--- config.mk ---
export PLATFORM = sky130hd
export DESIGN_NAME = pnma_dist
export DESIGN_NICKNAME = d
export VERILOG_FILES = /design/src/sv/pnma_pkg.sv /design/src/sv/pnma_dist.sv
export SDC_FILE = /design/constraint.sdc
export NUM_CORES = 2
export LEC_CHECK = 0
export BUFFER_PORTS_ARGS = -buffer_cell sky130_fd_sc_hd__buf_2
export CAP_MARGIN = 20
export CORE_MARGIN = 2
export CORE_UTILIZATION = 36
export DETAILED_ROUTE_END_ITERATION = 8
export GPL_ROUTABILITY_DRIVEN = 0
export MAX_ROUTING_LAYER = met4
export PLACE_DENSITY = 0.5
export SYNTH_ARGS = -nofsm -noshare
export SYNTH_HDL_FRONTEND = slang
export SYNTH_SLANG_ARGS = --single-unit
--- constraint.sdc ---
create_clock -name clock -period 8.2 [get_ports clock]
set_clock_uncertainty 0.1 [all_clocks]
set_input_delay 0.41 -clock clock [delete_from_list [all_inputs] [get_ports clock]]
set_output_delay 0.41 -clock clock [all_outputs]
set_load 0.02 [all_outputs]
--- src/sv/pnma_pkg.sv ---
// shared types and constants of the palette nearest match allocator
`timescale 1ns / 1ps

package pnma_pkg;

   // field widths
   localparam int WANT_W      = 12;
   localparam int COMP_W      = 8;
   localparam int COLOUR_W    = 3 * COMP_W;
   localparam int WORD_W      = COLOUR_W + 1;
   localparam int FLAG_BIT    = COLOUR_W;
   localparam int LIMIT_W     = 31;
   localparam int WEIGHT_W    = 10;
   localparam int SHADE_W     = 6;
   localparam int COEF_W      = 15;
   localparam int SQ_W        = 16;
   localparam int TERM_W      = COEF_W + SQ_W;
   localparam int DIST_W      = TERM_W + 2;
   localparam int IDX_OUT_W   = 9;
   localparam int CNT_OUT_W   = 9;
   localparam int CSR_IDX_W   = 2;

   // constants of the distance formula
   localparam logic [LIMIT_W-1:0] DIST_SAT   = 31'h7fff_ffff;
   localparam logic [SHADE_W-1:0] SHADE_BASE = 6'd32;
   localparam logic [COMP_W-1:0]  COMP_MAX   = 8'd255;
   localparam logic [COLOUR_W-1:0] WHITE     = 24'hff_ffff;

   // register indexes and reset values
   localparam logic [CSR_IDX_W-1:0] CSR_WEIGHT_RED   = 2'd0;
   localparam logic [CSR_IDX_W-1:0] CSR_WEIGHT_GREEN = 2'd1;
   localparam logic [CSR_IDX_W-1:0] CSR_WEIGHT_BLUE  = 2'd2;
   localparam logic [WEIGHT_W-1:0]  WEIGHT_RED_RST   = 10'd299;
   localparam logic [WEIGHT_W-1:0]  WEIGHT_GREEN_RST = 10'd587;
   localparam logic [WEIGHT_W-1:0]  WEIGHT_BLUE_RST  = 10'd114;

   // request commands
   localparam logic CMD_FIND  = 1'b0;
   localparam logic CMD_ALLOC = 1'b1;

   // control bits that travel along the scan pipeline
   typedef struct packed {
      logic valid;
      logic last;
      logic flag;
   } scan_tag_type;

endpackage

--- src/sv/pnma_dist.sv ---
// three stage weighted colour distance pipeline
`timescale 1ns / 1ps

module pnma_dist #(
   parameter int IDX_W = 8
) (
   input  logic                              clock,
   input  logic                              reset,
   input  pnma_pkg::scan_tag_type            in_tag,
   input  logic [IDX_W-1:0]                  in_idx,
   input  logic [pnma_pkg::COLOUR_W-1:0]     in_colour,
   input  logic [pnma_pkg::COMP_W-1:0]       tgt_red,
   input  logic [pnma_pkg::COMP_W-1:0]       tgt_green,
   input  logic [pnma_pkg::COMP_W-1:0]       tgt_blue,
   input  logic [pnma_pkg::COEF_W-1:0]       coef_red,
   input  logic [pnma_pkg::COEF_W-1:0]       coef_green,
   input  logic [pnma_pkg::COEF_W-1:0]       coef_blue,
   output pnma_pkg::scan_tag_type            out_tag,
   output logic [IDX_W-1:0]                  out_idx,
   output logic [pnma_pkg::DIST_W-1:0]       out_dist
);

   localparam int CW = pnma_pkg::COMP_W;
   localparam int PW = 2 * CW + 2;
   localparam int TW = pnma_pkg::TERM_W;

   pnma_pkg::scan_tag_type tag_a_ff, tag_b_ff, tag_c_ff;
   logic [IDX_W-1:0] idx_a_ff, idx_b_ff, idx_c_ff;

   logic signed [CW:0]       diff_r, diff_g, diff_b;
   logic signed [2*CW+1:0]   prod_r, prod_g, prod_b;
   logic [pnma_pkg::SQ_W-1:0]   sq_r_ff, sq_g_ff, sq_b_ff;
   logic [pnma_pkg::TERM_W-1:0] term_r_ff, term_g_ff, term_b_ff;
   logic [pnma_pkg::DIST_W-1:0] dist_ff;

   // stage a: squared component differences
   always_comb begin
      diff_r = $signed({1'b0, in_colour[3*CW-1:2*CW]}) - $signed({1'b0, tgt_red});
      diff_g = $signed({1'b0, in_colour[2*CW-1:CW]})   - $signed({1'b0, tgt_green});
      diff_b = $signed({1'b0, in_colour[CW-1:0]})      - $signed({1'b0, tgt_blue});
      prod_r = PW'(diff_r) * PW'(diff_r);
      prod_g = PW'(diff_g) * PW'(diff_g);
      prod_b = PW'(diff_b) * PW'(diff_b);
   end

   always_ff @(posedge clock) begin
      if (reset) begin
         tag_a_ff <= '0;
         tag_b_ff <= '0;
         tag_c_ff <= '0;
      end else begin
         tag_a_ff <= in_tag;
         tag_b_ff <= tag_a_ff;
         tag_c_ff <= tag_b_ff;
      end
   end

   always_ff @(posedge clock) begin
      idx_a_ff  <= in_idx;
      sq_r_ff   <= prod_r[pnma_pkg::SQ_W-1:0];
      sq_g_ff   <= prod_g[pnma_pkg::SQ_W-1:0];
      sq_b_ff   <= prod_b[pnma_pkg::SQ_W-1:0];
      // stage b: scale by the per-request coefficients
      idx_b_ff  <= idx_a_ff;
      term_r_ff <= TW'(coef_red)   * TW'(sq_r_ff);
      term_g_ff <= TW'(coef_green) * TW'(sq_g_ff);
      term_b_ff <= TW'(coef_blue)  * TW'(sq_b_ff);
      // stage c: sum of the three terms
      idx_c_ff  <= idx_b_ff;
      dist_ff   <= {2'b00, term_r_ff} + {2'b00, term_g_ff} + {2'b00, term_b_ff};
   end

   assign out_tag  = tag_c_ff;
   assign out_idx  = idx_c_ff;
   assign out_dist = dist_ff;

endmodule

==> metrics.txt <==
total CTS buffers=28; Reg clk slew, reported paths=about 0.060 ns; Total Wirelength=roughly 84000 um; setup violators final=0; # DRC=0; Fin Setup TNS=0 ns; clk sinks=204; first drt pass iteration count=5; die width=between 300 and 400 um; fraction of layout instances using a drive strength above 1=5.588%; H-tree levels=1; First DRT Iteration DRCs=roughly 900; Die H=between 300 and 400 um; grt ovf=0; io pins=150; total track usage=17.56%; R2R cell count=21; initial antenna violation count=1; core area=101700 um2; WHS=0.1596 ns; met1 Use GR=23.49%; Distinct cells, synth=66; CTS tree=built; leading register cell type out of synthesis=dfxtp_1; crit path launch type=register; largest net degree at the start of global routing=16; vias in the first global route=around 27000; Final Hold Viols=0; Hold WC Path Type=input pin to register; worst path arrival time=6.94 ns; post-synthesis cell area=~37000 um2; r2r setup slk=1.60 ns; status=finished clean; die area=105100 um2; Rows=about 120; DR WL/cell=15.42 um; worst-margin pin slew=0.8528 ns; Initial Utilization=36.29%; hold path start=coef_green[1]; first-pass GRT wire length=143100 um; max cap viols=0; post-synthesis area per instance=9.319 um2; Layout Cells excl Fill=between 5000 and 6000; CP Class=register to register; post-synthesis sequential element count=204; Final min period=6.602 ns; Antenna Violating Nets Remaining=0; Cells after DPL=5400; Slew Limit Fails=0; fin nets=5341; Worst Hold End=term_g_ff[1]; Crit Path Max Fanout=15; Syn Inst Count=3962; DR vias/cell=between 4 and 5; clk root buf=clkbuf_16; RSZ-0062 raised after global routing=false; setup bufs post-CTS=0; Area Growth Syn to Fin=8.950%; dpl hpwl=70290 um; CTS Buffer Depth=3; maximum clock rate=151.5 MHz; fin crit share=80.51%; GRT Max-Usage Layer=met2; Seq/Total Area, Yosys=11.06%; FF-to-FF Start=sq_r_ff[7]; cell area after layout=just over 40000 um2; Critical Path End Type=register; top-count cell post-synth=inv_1; met3 usage=between 1.5 and 2%; port bufs=149; Global Route met2 Usage=between 20% and 30%; most frequent cells after synthesis=877 x inv_1, 701 x fa_1, 457 x ha_1; via count=roughly 25000; Synth area leader=fa_1; slew margin rel.=between 40 and 50%; clk_lat worst skew=0.58 ns; top cells by area, synth=fa_1 38%, ha_1 15%, dfxtp_1 11%; FFs w/ async S/R, synth=0%; Crit Reg-Reg Endpoint=term_r_ff[30]; post-synth top area share=between 30% and 40%; placed inst area=39080 um2; synthesis warning total=0; Crit path required time=8.54 ns; hold path cells=2; EDFF count, synth=0
==> state kept, by name, indices dropped and copies added, names as in the netlist <==
signal / cells
out_dist: 33
term_b_ff: 31
term_g_ff: 31
term_r_ff: 31
sq_b_ff: 15
sq_g_ff: 15
sq_r_ff: 15
idx_a_ff: 8
idx_b_ff: 8
out_idx: 8
out_tag: 3
tag_a_ff: 3
tag_b_ff: 3
==> worst max-delay path by stage <==
stage          cells after the start  slack (ns)         start             to
2_1_floorplan                     29        1.78  in_colour[8]    sq_g_ff[15]
3_3_place_gp                      28        1.34    tgt_red[1]    sq_r_ff[15]
3_5_place_dp                      28        1.25    tgt_red[1]    sq_r_ff[15]
4_1_cts                           21        1.60    sq_r_ff[7]  term_r_ff[30]
5_1_grt                           21        1.28    sq_r_ff[9]  term_r_ff[28]
6_report                          21        1.60    sq_r_ff[7]  term_r_ff[30]
==> area by class of cell <==
type,instances,area (um2)
sequential,204,4084
tap,1368,1712
clock inverter,17,205.2
clock buffer,34,784.5
timing repair buffer,165,903.4
antenna,1,2.502
multi-input combinational,2799,29240
inverter,879,3299
fill,10420,61520
==> metal layers <==
layer,vias to the layer above,wire [um]
met3,68,3275
met2,350,40230
met4,0,1454
met5,-,0
met1,12630,39340
li1,12160,-
==> cells by family after synthesis <==
group,after synthesis,share of synthesized area [%]
simple gates,1049,14.30
buf+inv,981,9.980
compound gates,379,6.574
mux,4,0.1186
xor+xnor,185,4.450
flops,204,11.06
other cells,2,0.02034
fa+ha+maj,1158,53.50
==> worst max-delay path: stages (launching register included) <==
cell	delay, ns
dfxtp_1	0.78
and2_1	0.25
fa_1	0.42
inv_1	0.08
fa_1	0.40
inv_1	0.08
fa_1	0.44
fa_1	0.50
fa_1	0.51
inv_1	0.05
fa_1	0.47
inv_1	0.04
ha_1	0.35
a21o_1	0.23
a21oi_2	0.19
o21bai_1	0.08
a2111o_1	0.43
o21bai_1	0.22
a31oi_1	0.32
o31ai_1	0.19
nor4_1	0.23
a311oi_1	0.10
==> timing repair <==
item | in CTS | in global routing
hold buffers | 15 | 0
endpoints found under the hold margin | 17 | 0
resized for setup | 0 | 0
==> cell usage in the layout, fill, tap and decap left out, types with 5 or more instances in the layout <==
cell and n:
inv_1 877, fa_1 701, ha_1 457, and2_1 436, nand2_1 403, dfxtp_1 204, buf_2 149, xnor2_1 139
a21oi_1 125, nor2_1 98, o21ai_0 71, a21o_1 45, xor2_1 43, o21bai_1 32, nor2b_1 31, clkbuf_16 29
conb_1 24, o21a_1 21, nor3_1 18, nand2b_1 16, nand3_1 15, dlygate4sd3_1 15, a211oi_1 10, a31oi_1 10
or2_2 9, and3_1 9, a21boi_0 7, a211o_1 5, o31ai_1 5, clkinvlp_4 5
==> per-stage QoR <==
step                      util (%)  setup slack [ns]
after floorplan                  -             1.776
after global placement       38.41             1.344
after detailed placement     38.41             1.250
after CTS                    39.54             1.600
after global routing         39.54             1.277
final                        39.54             1.598
Power is left out: the tool's default activity adds up to more than one toggle a clock period on the data nets, which glitch-free logic cannot reach.
